[src/sv/priority_heap_queue_assert.svh]
// assertion macros for the priority heap queue
// no dependencies; taken in by the files that check their own logic
`ifndef PRIORITY_HEAP_QUEUE_ASSERT_SVH
`define PRIORITY_HEAP_QUEUE_ASSERT_SVH

// same-cycle implication, off while reset is low
`define PHQ_ASSERT_NOW(label, clk, rstn, ante, cons, msg) \
  label: assert property (@(posedge clk) disable iff (!rstn) (ante) |-> (cons)) \
    else $error(msg);

// next-cycle implication, off while reset is low
`define PHQ_ASSERT_NEXT(label, clk, rstn, ante, cons, msg) \
  label: assert property (@(posedge clk) disable iff (!rstn) (ante) |=> (cons)) \
    else $error(msg);

`endif

[src/sv/phq_pkg.sv]
// shared types and constants of the priority heap queue
// no dependencies; imported by phq_cmp and priority_heap_queue (phq_ram does not import it)
package phq_pkg;

  localparam int KEY_W     = 26;
  localparam int PAY_W     = 16;
  localparam int ENTRY_W   = KEY_W + PAY_W;
  localparam int CNT_OUT_W = 7;
  localparam int IN_W      = 48;
  localparam int OUT_W     = 56;

  typedef enum logic [1:0] {
    OP_INSERT  = 2'd0,
    OP_PEEK    = 2'd1,
    OP_EXTRACT = 2'd2
  } opcode_t;

  typedef enum logic [1:0] {
    STS_OK    = 2'd0,
    STS_EMPTY = 2'd1,
    STS_FULL  = 2'd2
  } status_t;

  typedef enum logic [3:0] {
    S_IDLE,
    S_UP_RD,
    S_UP_CMP,
    S_TOP,
    S_LAST,
    S_DN_RDL,
    S_DN_RDR,
    S_DN_CMP,
    S_FIN
  } state_t;

  // operand routing of the shared key comparator
  typedef enum logic [1:0] {
    CMP_MV_RD,
    CMP_RD_MV,
    CMP_RD_BEST
  } cmp_sel_t;

endpackage

[src/sv/phq_ram.sv]
// generic simple dual-port ram, one write port and one registered read port
// no dependencies; holds the heap entries
module phq_ram #(
  parameter int WIDTH = 42,
  parameter int DEPTH = 64
) (
  input  logic                     clk,
  input  logic                     we,
  input  logic [$clog2(DEPTH)-1:0] waddr,
  input  logic [WIDTH-1:0]         wdata,
  input  logic [$clog2(DEPTH)-1:0] raddr,
  output logic [WIDTH-1:0]         rdata
);

  logic [WIDTH-1:0] mem [DEPTH];
  logic [WIDTH-1:0] rdata_r;

  always_ff @(posedge clk) begin
    if (we) begin
      mem[waddr] <= wdata;
    end
    rdata_r <= mem[raddr];
  end

  assign rdata = rdata_r;

endmodule

[src/sv/phq_cmp.sv]
// shared key comparator of the heap sift sequencer
// depends on phq_pkg for the entry layout and operand select codes
module phq_cmp
  import phq_pkg::*;
(
  input  cmp_sel_t           sel,
  input  logic [ENTRY_W-1:0] mv_entry,
  input  logic [ENTRY_W-1:0] rd_entry,
  input  logic [ENTRY_W-1:0] best_entry,
  output logic               gt
);

  logic [KEY_W-1:0] key_a;
  logic [KEY_W-1:0] key_b;

  always_comb begin
    case (sel)
      CMP_MV_RD: begin
        key_a = mv_entry[ENTRY_W-1:PAY_W];
        key_b = rd_entry[ENTRY_W-1:PAY_W];
      end
      CMP_RD_MV: begin
        key_a = rd_entry[ENTRY_W-1:PAY_W];
        key_b = mv_entry[ENTRY_W-1:PAY_W];
      end
      CMP_RD_BEST: begin
        key_a = rd_entry[ENTRY_W-1:PAY_W];
        key_b = best_entry[ENTRY_W-1:PAY_W];
      end
      default: begin
        key_a = '0;
        key_b = '0;
      end
    endcase
  end

  // key is category, year, month, day from the top bit down
  assign gt = key_a > key_b;

endmodule

[src/sv/priority_heap_queue.sv]
// channel | dir | tdata fields, lowest bit first
// in_     | in  | opcode[1:0] category[4:2] year[18:5] month[22:19] day[27:23] payload_tag[43:28]
// out_    | out | status[1:0] top_category[4:2] top_year[18:5] top_month[22:19]
//         |     |   top_day[27:23] top_payload[43:28] entry_count[50:44]
// insert sifts up from the next free leaf to where it stops; peek reads the root only
// extract reads the root, then the last entry, then sifts down; a single entry needs only the root
// a climbed level costs one ram read and one compare, a descended level up to two of each
// one transaction in flight; a finished result waits in the output register
// rst_n (synchronous) empties the heap; the ram holds no reset value
// the block waits in its last step while the output register is still full
// top level of the priority heap queue: sift sequencer, heap ram and comparator
// depends on phq_pkg, phq_ram, phq_cmp and priority_heap_queue_assert.svh
`include "priority_heap_queue_assert.svh"

module priority_heap_queue
  import phq_pkg::*;
#(
  parameter int CAPACITY = 64
) (
  input  logic             clk,
  input  logic             rst_n,
  input  logic             in_tvalid,
  output logic             in_tready,
  input  logic [IN_W-1:0]  in_tdata,   // opcode, category, year, month, day, payload_tag
  output logic             out_tvalid,
  input  logic             out_tready,
  output logic [OUT_W-1:0] out_tdata   // status, top_category, top_year, top_month,
                                       // top_day, top_payload, entry_count
);

  localparam int AW = $clog2(CAPACITY);
  localparam int CW = $clog2(CAPACITY + 1);
  localparam int XW = AW + 2;

  state_t               state_r, state_nxt;
  logic [AW-1:0]        pos_r, pos_nxt;
  logic [CW-1:0]        cnt_r, cnt_nxt;
  logic [ENTRY_W-1:0]   mv_r, mv_nxt;
  logic [ENTRY_W-1:0]   best_r, best_nxt;
  logic [AW-1:0]        bidx_r, bidx_nxt;
  logic                 bchild_r, bchild_nxt;
  logic                 rhas_r, rhas_nxt;
  logic [ENTRY_W-1:0]   top_r, top_nxt;
  logic [1:0]           op_r, op_nxt;
  status_t              sts_r, sts_nxt;
  logic                 out_valid_r, out_valid_nxt;
  logic [OUT_W-1:0]     out_data_r, out_data_nxt;

  logic                 we;
  logic [AW-1:0]        waddr;
  logic [ENTRY_W-1:0]   wdata;
  logic [AW-1:0]        raddr;
  logic [ENTRY_W-1:0]   rdata;
  cmp_sel_t             cmp_sel;
  logic                 gt;

  logic                 in_acc;
  logic [1:0]           in_op;
  logic [ENTRY_W-1:0]   in_entry;
  logic [XW-1:0]        lchild;
  logic [XW-1:0]        rchild;
  logic [XW-1:0]        cnt_x;
  logic [AW-1:0]        parent;
  logic                 full;

  assign in_acc   = in_tvalid && in_tready;
  assign in_op    = in_tdata[1:0];
  // entry layout: category, year, month, day, payload from the top down
  assign in_entry = {in_tdata[4:2], in_tdata[18:5], in_tdata[22:19], in_tdata[27:23],
                     in_tdata[43:28]};

  assign lchild = (XW'(pos_r) << 1) + XW'(1);
  assign rchild = lchild + XW'(1);
  assign cnt_x  = XW'(cnt_r);
  assign parent = (pos_r - AW'(1)) >> 1;
  assign full   = cnt_r == CW'(CAPACITY);

  phq_ram #(
    .WIDTH (ENTRY_W),
    .DEPTH (CAPACITY)
  ) u_ram (
    .clk   (clk),
    .we    (we),
    .waddr (waddr),
    .wdata (wdata),
    .raddr (raddr),
    .rdata (rdata)
  );

  phq_cmp u_cmp (
    .sel        (cmp_sel),
    .mv_entry   (mv_r),
    .rd_entry   (rdata),
    .best_entry (best_r),
    .gt         (gt)
  );

  always_ff @(posedge clk) begin
    if (!rst_n) begin
      state_r     <= S_IDLE;
      cnt_r       <= '0;
      out_valid_r <= 1'b0;
    end else begin
      state_r     <= state_nxt;
      cnt_r       <= cnt_nxt;
      out_valid_r <= out_valid_nxt;
    end
  end

  always_ff @(posedge clk) begin
    pos_r      <= pos_nxt;
    mv_r       <= mv_nxt;
    best_r     <= best_nxt;
    bidx_r     <= bidx_nxt;
    bchild_r   <= bchild_nxt;
    rhas_r     <= rhas_nxt;
    top_r      <= top_nxt;
    op_r       <= op_nxt;
    sts_r      <= sts_nxt;
    out_data_r <= out_data_nxt;
  end

  always_comb begin
    state_nxt     = state_r;
    pos_nxt       = pos_r;
    cnt_nxt       = cnt_r;
    mv_nxt        = mv_r;
    best_nxt      = best_r;
    bidx_nxt      = bidx_r;
    bchild_nxt    = bchild_r;
    rhas_nxt      = rhas_r;
    top_nxt       = top_r;
    op_nxt        = op_r;
    sts_nxt       = sts_r;
    out_valid_nxt = out_valid_r && !out_tready;
    out_data_nxt  = out_data_r;
    in_tready     = 1'b0;
    we            = 1'b0;
    waddr         = pos_r;
    wdata         = mv_r;
    raddr         = '0;
    cmp_sel       = CMP_MV_RD;

    case (state_r)
      S_IDLE: begin
        in_tready = 1'b1;
        if (in_acc) begin
          op_nxt  = in_op;
          top_nxt = '0;
          sts_nxt = STS_OK;
          mv_nxt  = in_entry;
          case (in_op)
            OP_INSERT: begin
              if (full) begin
                sts_nxt   = STS_FULL;
                state_nxt = S_FIN;
              end else begin
                pos_nxt   = AW'(cnt_r);
                cnt_nxt   = cnt_r + CW'(1);
                state_nxt = S_UP_RD;
              end
            end
            OP_PEEK, OP_EXTRACT: begin
              if (cnt_r == '0) begin
                sts_nxt   = STS_EMPTY;
                state_nxt = S_FIN;
              end else begin
                state_nxt = S_TOP;
              end
            end
            default: state_nxt = S_FIN;
          endcase
        end
      end

      S_UP_RD: begin
        if (pos_r == '0) begin
          we        = 1'b1;
          state_nxt = S_FIN;
        end else begin
          raddr     = parent;
          state_nxt = S_UP_CMP;
        end
      end

      S_UP_CMP: begin
        cmp_sel = CMP_MV_RD;
        we      = 1'b1;
        if (gt) begin
          // parent drops into the hole, hole climbs
          wdata     = rdata;
          pos_nxt   = parent;
          state_nxt = S_UP_RD;
        end else begin
          state_nxt = S_FIN;
        end
      end

      S_TOP: begin
        top_nxt = rdata;
        if (op_r == OP_EXTRACT) begin
          cnt_nxt = cnt_r - CW'(1);
          if (cnt_r == CW'(1)) begin
            state_nxt = S_FIN;
          end else begin
            raddr     = AW'(cnt_r - CW'(1));
            state_nxt = S_LAST;
          end
        end else begin
          state_nxt = S_FIN;
        end
      end

      S_LAST: begin
        mv_nxt    = rdata;
        pos_nxt   = '0;
        state_nxt = S_DN_RDL;
      end

      S_DN_RDL: begin
        if (lchild >= cnt_x) begin
          we        = 1'b1;
          state_nxt = S_FIN;
        end else begin
          raddr     = AW'(lchild);
          state_nxt = S_DN_RDR;
        end
      end

      S_DN_RDR: begin
        cmp_sel = CMP_RD_MV;
        if (gt) begin
          best_nxt   = rdata;
          bidx_nxt   = AW'(lchild);
          bchild_nxt = 1'b1;
        end else begin
          best_nxt   = mv_r;
          bidx_nxt   = pos_r;
          bchild_nxt = 1'b0;
        end
        rhas_nxt = rchild < cnt_x;
        if (rchild < cnt_x) begin
          raddr = AW'(rchild);
        end
        state_nxt = S_DN_CMP;
      end

      S_DN_CMP: begin
        cmp_sel = CMP_RD_BEST;
        we      = 1'b1;
        if (rhas_r && gt) begin
          wdata     = rdata;
          pos_nxt   = AW'(rchild);
          state_nxt = S_DN_RDL;
        end else if (bchild_r) begin
          wdata     = best_r;
          pos_nxt   = bidx_r;
          state_nxt = S_DN_RDL;
        end else begin
          state_nxt = S_FIN;
        end
      end

      S_FIN: begin
        if (!out_valid_r || out_tready) begin
          out_valid_nxt = 1'b1;
          out_data_nxt  = {5'd0, CNT_OUT_W'(cnt_nxt), top_r[PAY_W-1:0], top_r[20:16],
                           top_r[24:21], top_r[38:25], top_r[41:39], sts_r};
          state_nxt     = S_IDLE;
        end
      end

      default: state_nxt = S_IDLE;
    endcase
  end

  assign out_tvalid = out_valid_r;
  assign out_tdata  = out_data_r;

  `PHQ_ASSERT_NOW(a_cnt_bound, clk, rst_n, 1'b1, cnt_r <= CW'(CAPACITY),
    "entry count beyond capacity")

  `PHQ_ASSERT_NOW(a_wr_in_range, clk, rst_n, we, XW'(waddr) < cnt_x,
    "heap write outside the held entries")

  `PHQ_ASSERT_NEXT(a_ins_count, clk, rst_n, in_acc && in_op == OP_INSERT && !full,
    cnt_r == $past(cnt_r) + CW'(1), "accepted insert did not grow the heap")

  `PHQ_ASSERT_NOW(a_no_wr_idle, clk, rst_n, state_r == S_IDLE || state_r == S_FIN, !we,
    "heap write outside a sift step")

endmodule
[config.mk]
export PLATFORM = sky130hd
export DESIGN_NAME = priority_heap_queue
export DESIGN_NICKNAME = d
export VERILOG_FILES = /design/src/sv/phq_pkg.sv /design/src/sv/phq_ram.sv /design/src/sv/phq_cmp.sv /design/src/sv/priority_heap_queue.sv
export VERILOG_INCLUDE_DIRS = /design/src /design/src/sv
export SDC_FILE = /design/constraint.sdc
export NUM_CORES = 2
export LEC_CHECK = 0
export ABC_AREA = 1
export BUFFER_PORTS_ARGS = -buffer_cell sky130_fd_sc_hd__buf_2
export CAP_MARGIN = 20
export CELL_PAD_IN_SITES_DETAIL_PLACEMENT = 1
export CELL_PAD_IN_SITES_GLOBAL_PLACEMENT = 1
export CORE_UTILIZATION = 47
export CTS_CLUSTER_SIZE = 8
export DETAILED_ROUTE_END_ITERATION = 12
export GPL_TIMING_DRIVEN = 0
export MAX_ROUTING_LAYER = met4
export PLACE_DENSITY = 0.72
export SYNTH_ARGS = -nofsm -noshare
export SYNTH_HDL_FRONTEND = slang
export SYNTH_HIERARCHICAL = 1
export SYNTH_SLANG_ARGS = --single-unit
[constraint.sdc]
create_clock -name clk -period 8.2 [get_ports clk]
set_input_delay 1.23 -clock clk [delete_from_list [all_inputs] [get_ports clk]]
set_output_delay 1.23 -clock clk [all_outputs]
set_load 0.03 [all_outputs]
Word-level counts from Yosys, hierarchy flattened:

Memory sizes are Yosys's and may differ from the RTL's. A register that Yosys moved wholly into a read port is not among the register bits.
Index checks and enable logic that the tools add are counted.

* memories: 1
* bits in writable memories: 2688
* input bits: 52
* register bits: 207

* reduce and logical (&&, ||, !) cells: 24
* muxes and demuxes: 55
* add/sub/neg operators: 5
* equal/unequal tests: 22
* order comparisons: 3

Memory list
* u_ram.mem: words 64, bits a word 42, rd ports 1, clocked after memory_dff 1, write ports 1, RTL line phq_ram.sv:15 `logic [WIDTH-1:0] mem [DEPTH];`

Operator list (number)
* case mux 42 bit (2 select lines): 3
* 2-to-1 mux 42 bit: 5
* case mux 26 bit (3 select lines): 1
* 2-to-1 mux 6 bit: 11
* case mux 26 bit (2 select lines): 1
* case mux 6 bit (4 select lines): 2
* 2-to-1 mux 4 bit: 11
* case mux 4 bit (9 select lines): 1
* 2-to-1 mux 7 bit: 4
* greater-than comparator 26 bit: 1
* == test 4 x 3 -> 1 bit, second input constant: 4
* case mux 7 bit (2 select lines): 1
* inequality test 2 bit, second input constant: 5
* AND reduction 2 bit: 5
* 2-to-1 mux 1 bit: 9
* adder 7 x 1 -> 8 bit, second input constant: 1
* adder 8 x 1 -> 8 bit, second input constant: 1
* == test 4 x 2 -> 1 bit, second input constant: 2
* >= comparator 8 x 7 -> 1 bit: 1
* < comparator 8 x 7 -> 1 bit: 1
* case mux 2 bit (2 select lines): 2
* case mux 4 bit (2 select lines): 1
* adder 7 x 1 -> 7 bit, second input constant: 1
* == test 7 x 1 -> 1 bit, second input constant: 1
* other kinds (24): 34

Longest topological paths before layout:

* depth in word-level cells: 9
* mapped depth: 31
* gate-level depth less buffers: 28

Modules after synthesis:

Netlist, hierarchy kept.

By module, submodules not included
* phq_ram: cells each 8860, area each 109241.0 µm², instances 1
* priority_heap_queue: cells each 1063, area each 10288.6 µm², instances 1
* phq_cmp: cells each 332, area each 1669.1 µm², instances 1

Least setup slack after synthesis:

No wires, ideal clock.

* path type: register to register
* start point: register state_r[2]
* end point: memory u_ram.mem[0][19], data pin
* slack: 0.598 ns
* path buffers: 4
* stages on the path, launching flop included: 28
* setup time: 0.702 ns
* data arrival time: 6.901 ns
* cell sequence: dfxtp_1 > nand2_1 > inv_1 > nand3_1 > inv_1 > inv_1 > ha_1 > buf_2 > buf_2 > nand2_1 > a21oi_1 > ha_1 > nand2_1 > nor2_2 > nand2_2 > nor2_2 > nand2_1 > nor2_1 > a21oi_2 > buf_2 > nand2_4 > inv_1 > nor2_1 > nand2_1 > nand2_1 > inv_2 > buf_2 > o21ai_0

* cells in the longest elaborated chain, start to end: 9
* elaborated cells on any way between the ends: 15
* those cells by class: order compare: 1; eq/ne: 5; mux: 6; reduce/logical: 3

Ends and longest elaborated chain
* start: declaration: RTL line priority_heap_queue.sv:35 `state_t state_r, state_nxt;`
* start signal: assignment: RTL line priority_heap_queue.sv:104 `state_r <= state_nxt;`
* == test 4 x 3 -> 1 bit: RTL line priority_heap_queue.sv:144 `case (state_r)`
* case mux 2 bit (2 select lines) *: RTL line priority_heap_queue.sv:144
* via cmp_sel[0]: RTL line priority_heap_queue.sv:54 `cmp_sel_t cmp_sel;`
* == test 2 x 1 -> 1 bit or == test 2 bit (tied branches): RTL line phq_cmp.sv:17 `case (sel)`
* OR reduction 2 bit (no source line)
* case mux 26 bit (2 select lines): RTL line phq_cmp.sv:17
* greater-than comparator 26 bit *: RTL line phq_cmp.sv:38 `assign gt = key_a > key_b;`
* via gt: RTL line priority_heap_queue.sv:55 `logic gt;`
* logical AND 1 bit: RTL line priority_heap_queue.sv:251 `if (rhas_r && gt) begin`
* 2-to-1 mux 42 bit: RTL line priority_heap_queue.sv:251
* case mux 42 bit (2 select lines) *: RTL line priority_heap_queue.sv:144
* via wdata[19]: RTL line priority_heap_queue.sv:51 `logic [ENTRY_W-1:0] wdata;`
* end: declaration: RTL line phq_ram.sv:15

Mark *: on every way through the listed nets, which the timed path passes. The rest lies on a longest branch.

Worst setup path in the final report:

* start point: register state_r[2]
* end point: memory u_ram.mem[36][3], data pin

Same word-level chain as after synthesis.

==> summary.md <==
| Metric | Value |
|---|---|
| Status | finished, final reports clean |
| Slowest stage delay, CP | 930 ps |
| Post-CTS sizing | 0 |
| Final hold vios | 0 |
| DRT Pass-1 Iters | 8 |
| Met3 wire length | 74000 um |
| Mapped Cells | 10255 |
| Max VDD drop | 0.241 mV |
| Setup_tns | 0 ps |
| Reg-to-reg critical path endpoint | u_ram/mem[36][3] |
| Via count | 96077 |
| Core area | 257000 um2 |
| H-tree depth | 5 |
| Final WL | 549000 um |
| Mapped cell area | 121000 um2 |
| Dpl hpwl | 395000 um |
| Post-synthesis to final-layout area growth | 18.7% |
| Die height | 510 um |
| Setup Fix Bufs, Post-CTS | 0 |
| Share of the synthesized area in the top cell type | 0.714 |
| Seq cells post-synth | 2937 |
| Clock Tree Buf Depth | 4 |
| Final Max Slew Viols | 0 |
| Hold Buf Count CTS | 0 |
| Final net count | 11344 |
| First-pass GRT wire length | 746000 um |
| Iteration-0 DRC Markers | 15605 |
| Cell at the slowest stage of the critical path | o211ai_1 |
| Most frequent cells in the layout | nand2_1 (3344), edfxtp_1 (2883), nand3_1 (2591), buf_2 (437), clkbuf_16 (421) |
| Commonest non-fill, non-tap cell in the layout | nand2_1 |
| Total GRT Usage | 0.432 |
| Cts bufs inserted | 418 |
| Leakage | 0.0525 uW |
| Top FF cell, synth | edfxtp_1 |
| Non-filler cells, final | 14736 |
| Final core utilization | 0.561 |
| Top fanout value on the critical path | 58 |
| I/O Buffers | 100 |
| Placed cell count | 14202 |
| Hold path depth | 0 |
| Placer Congestion | 0.991 |
| WP data arrival | 8840 ps |
| Final Cycle Share | 0.981 |
| Worst hold-check path type | flip-flop to flip-flop |
| Yosys warning total | 6 |
| Initial Util | 0.472 |
| Ranking of synthesized cells by area | edfxtp_1 (71%), nand3_1 (11%), nand2_1 (10%) |
| Die area | 260000 um2 |
| Startpoint types | flip-flop |
| RSZ-0062 raised after global routing | false |
| Max-cap violations | 0 |
| CP endpoint kind | flip-flop |
| EDFF count, synth | 2883 |
| Clock transition at path regs | 60 ps |
| Initial antenna violation count | 50 |
| Worst min-delay path startpoint | top_r[38] |
| Row count | 186 |
| Vias in the first global route | 95326 |
| Residual DRC | 0 |
| Crit Path Class | flip-flop to flip-flop |
| Worst reg2reg startpoint | state_r[2] |
| GRT overflow | 0 |
| Avg Inst Size Synth | 11.8 um2 |
| PwrDens | 266 nW/um2 |
| Least-Margin Pin Slew | 1340 ps |
| Drt via density | 6.52 |
| Width of the die | 510 um |
| Clock sinks | 2937 |
| Most numerous cell on the critical path | buf_4 |
| Reg2Reg Depth | 28 |
| Skew-Pair Late Insertion Delay | 1020 ps |
| Clock skew | 79.8 ps |
| Met2 WL | 235000 um |
| Pin count of the biggest net entering global routing | 59 |
| Synth area leader | edfxtp_1 |
| Async S/R FF share, synth | 0 |
| Post-route minimum period | 8040 ps |
| Uppermost layer routed | met4 |
| Slew HR | 0.0994 |
| Fraction of layout cells with a size suffix above 1 | 0.146 |
| Reg-to-reg slack, setup | 160 ps |
| Sequential area share after synthesis | 0.723 |
| Boundary Pins | 110 |
| Hold Crit Endpoint | out_tdata[18] |
| Distinct cell type count after synthesis | 48 |
| Fmax | 124 MHz |
| FILL cells | 26051 |
| Number of routed nets with antenna violations | 0 |
| Final Setup Violations | 0 |
| CTS tree | built |
| DR WL/cell | 37.2 um |
| Clk Tree Root Cell | clkbuf_16 |
| WP data required | 9000 ps |
| DRT met1 WL | 197000 um |
==> logic make-up after synthesis <==
family          share of synthesized area
simple gates                        0.218
fa+ha+maj                         0.00506
xor+xnor                          0.00101
flops                               0.723
other cells                     0.0000309
buf+inv                            0.0391
compound gates                     0.0131
==> registers in the layout, indices dropped and copies added, names as in the netlist <==
register / cells
op_r: 2
mv_r: 42
rhas_r: 1
out_tvalid: 1
u_ram/mem: 2688
u_ram/rdata: 42
state_r: 4
bidx_r: 6
out_tdata: 51
top_r: 42
best_r: 42
pos_r: 6
sts_r: 2
bchild_r: 1
cnt_r: 7
==> per-stage QoR <==
stage / total power (uW) / hold WS, ps / worst slack [ps] / area [um2]
2_1_floorplan: 20100 / 400 / 598 / 121000
3_3_place_gp: 22700 / 405 / -9490 / 126000
3_5_place_dp: 23100 / 406 / 486 / 133000
4_1_cts: 38100 / 378 / 382 / 144000
5_1_grt: 38900 / 388 / 3.61 / 144000
6_report: 38300 / 383 / 158 / 144000
==> routing by layer <==
metal	vias to the layer above	GRT usage
met5	-	-
met4	0	0.277
met3	1892	0.118
met2	7287	0.613
met1	48692	0.545
li1	38206	-
==> cells in the mapped netlist (3+ instances only) <==
cell type,number
buf_4,53
clkbuf_1,121
inv_2,8
buf_8,5
o21ai_0,158
a21oi_2,5
a22oi_1,16
o21ai_1,6
edfxtp_1,2883
o211ai_1,36
xor2_1,12
nand2_2,10
o21ai_2,4
a31oi_1,3
dfxtp_1,54
buf_6,118
nor2_1,147
nor3_1,4
nor4_1,9
nor2_4,3
buf_2,337
buf_1,35
inv_1,148
a21oi_1,45
nand3_1,2591
clkinv_1,3
nor2_2,5
nand2_1,3344
nand4_1,21
ha_1,49
==> worst max path at each step <==
stage	startpoint	end	slack, ps	cells after the start
floorplan	state_r[2]	u_ram/mem[0][19]	600	27
global placement	state_r[2]	u_ram/mem[58][18]	-9490	25
detailed placement	state_r[2]	u_ram/mem[29][33]	490	30
CTS	state_r[2]	u_ram/mem[29][33]	380	30
global route	state_r[2]	u_ram/mem[50][7]	4	28
finish	state_r[2]	u_ram/mem[36][3]	160	28
==> report_power, final <==
part,leakage [uW],internal [uW],switching [uW]
Sequential,0.0265,17400,149
Clock,0.00535,9040,6170
Combinational,0.0207,1280,4250
==> worst max-delay path: cells and delay by family (launching register included) <==
kind	cells	cell delay [ps]
AOI/OAI and AO/OA	3	1080
DFF	1	430
adders and majority gates	2	600
and+or+nand+nor	10	1780
buffers and inverters	13	3740
==> cell type report <==
class	count	area, um2	area share
Tap cell	3384	4230	0.0294
Timing Repair Buffer	564	6730	0.0468
Buffer	672	4120	0.0287
Clock inverter	13	176	0.00123
Multi-Input combinational cell	6488	29500	0.205
Clock buffer	475	10700	0.0747
Antenna cell	41	103	0.000713
Sequential cell	2937	87700	0.609
Inverter	162	619	0.00430
(Power assumes the default switching activity.)
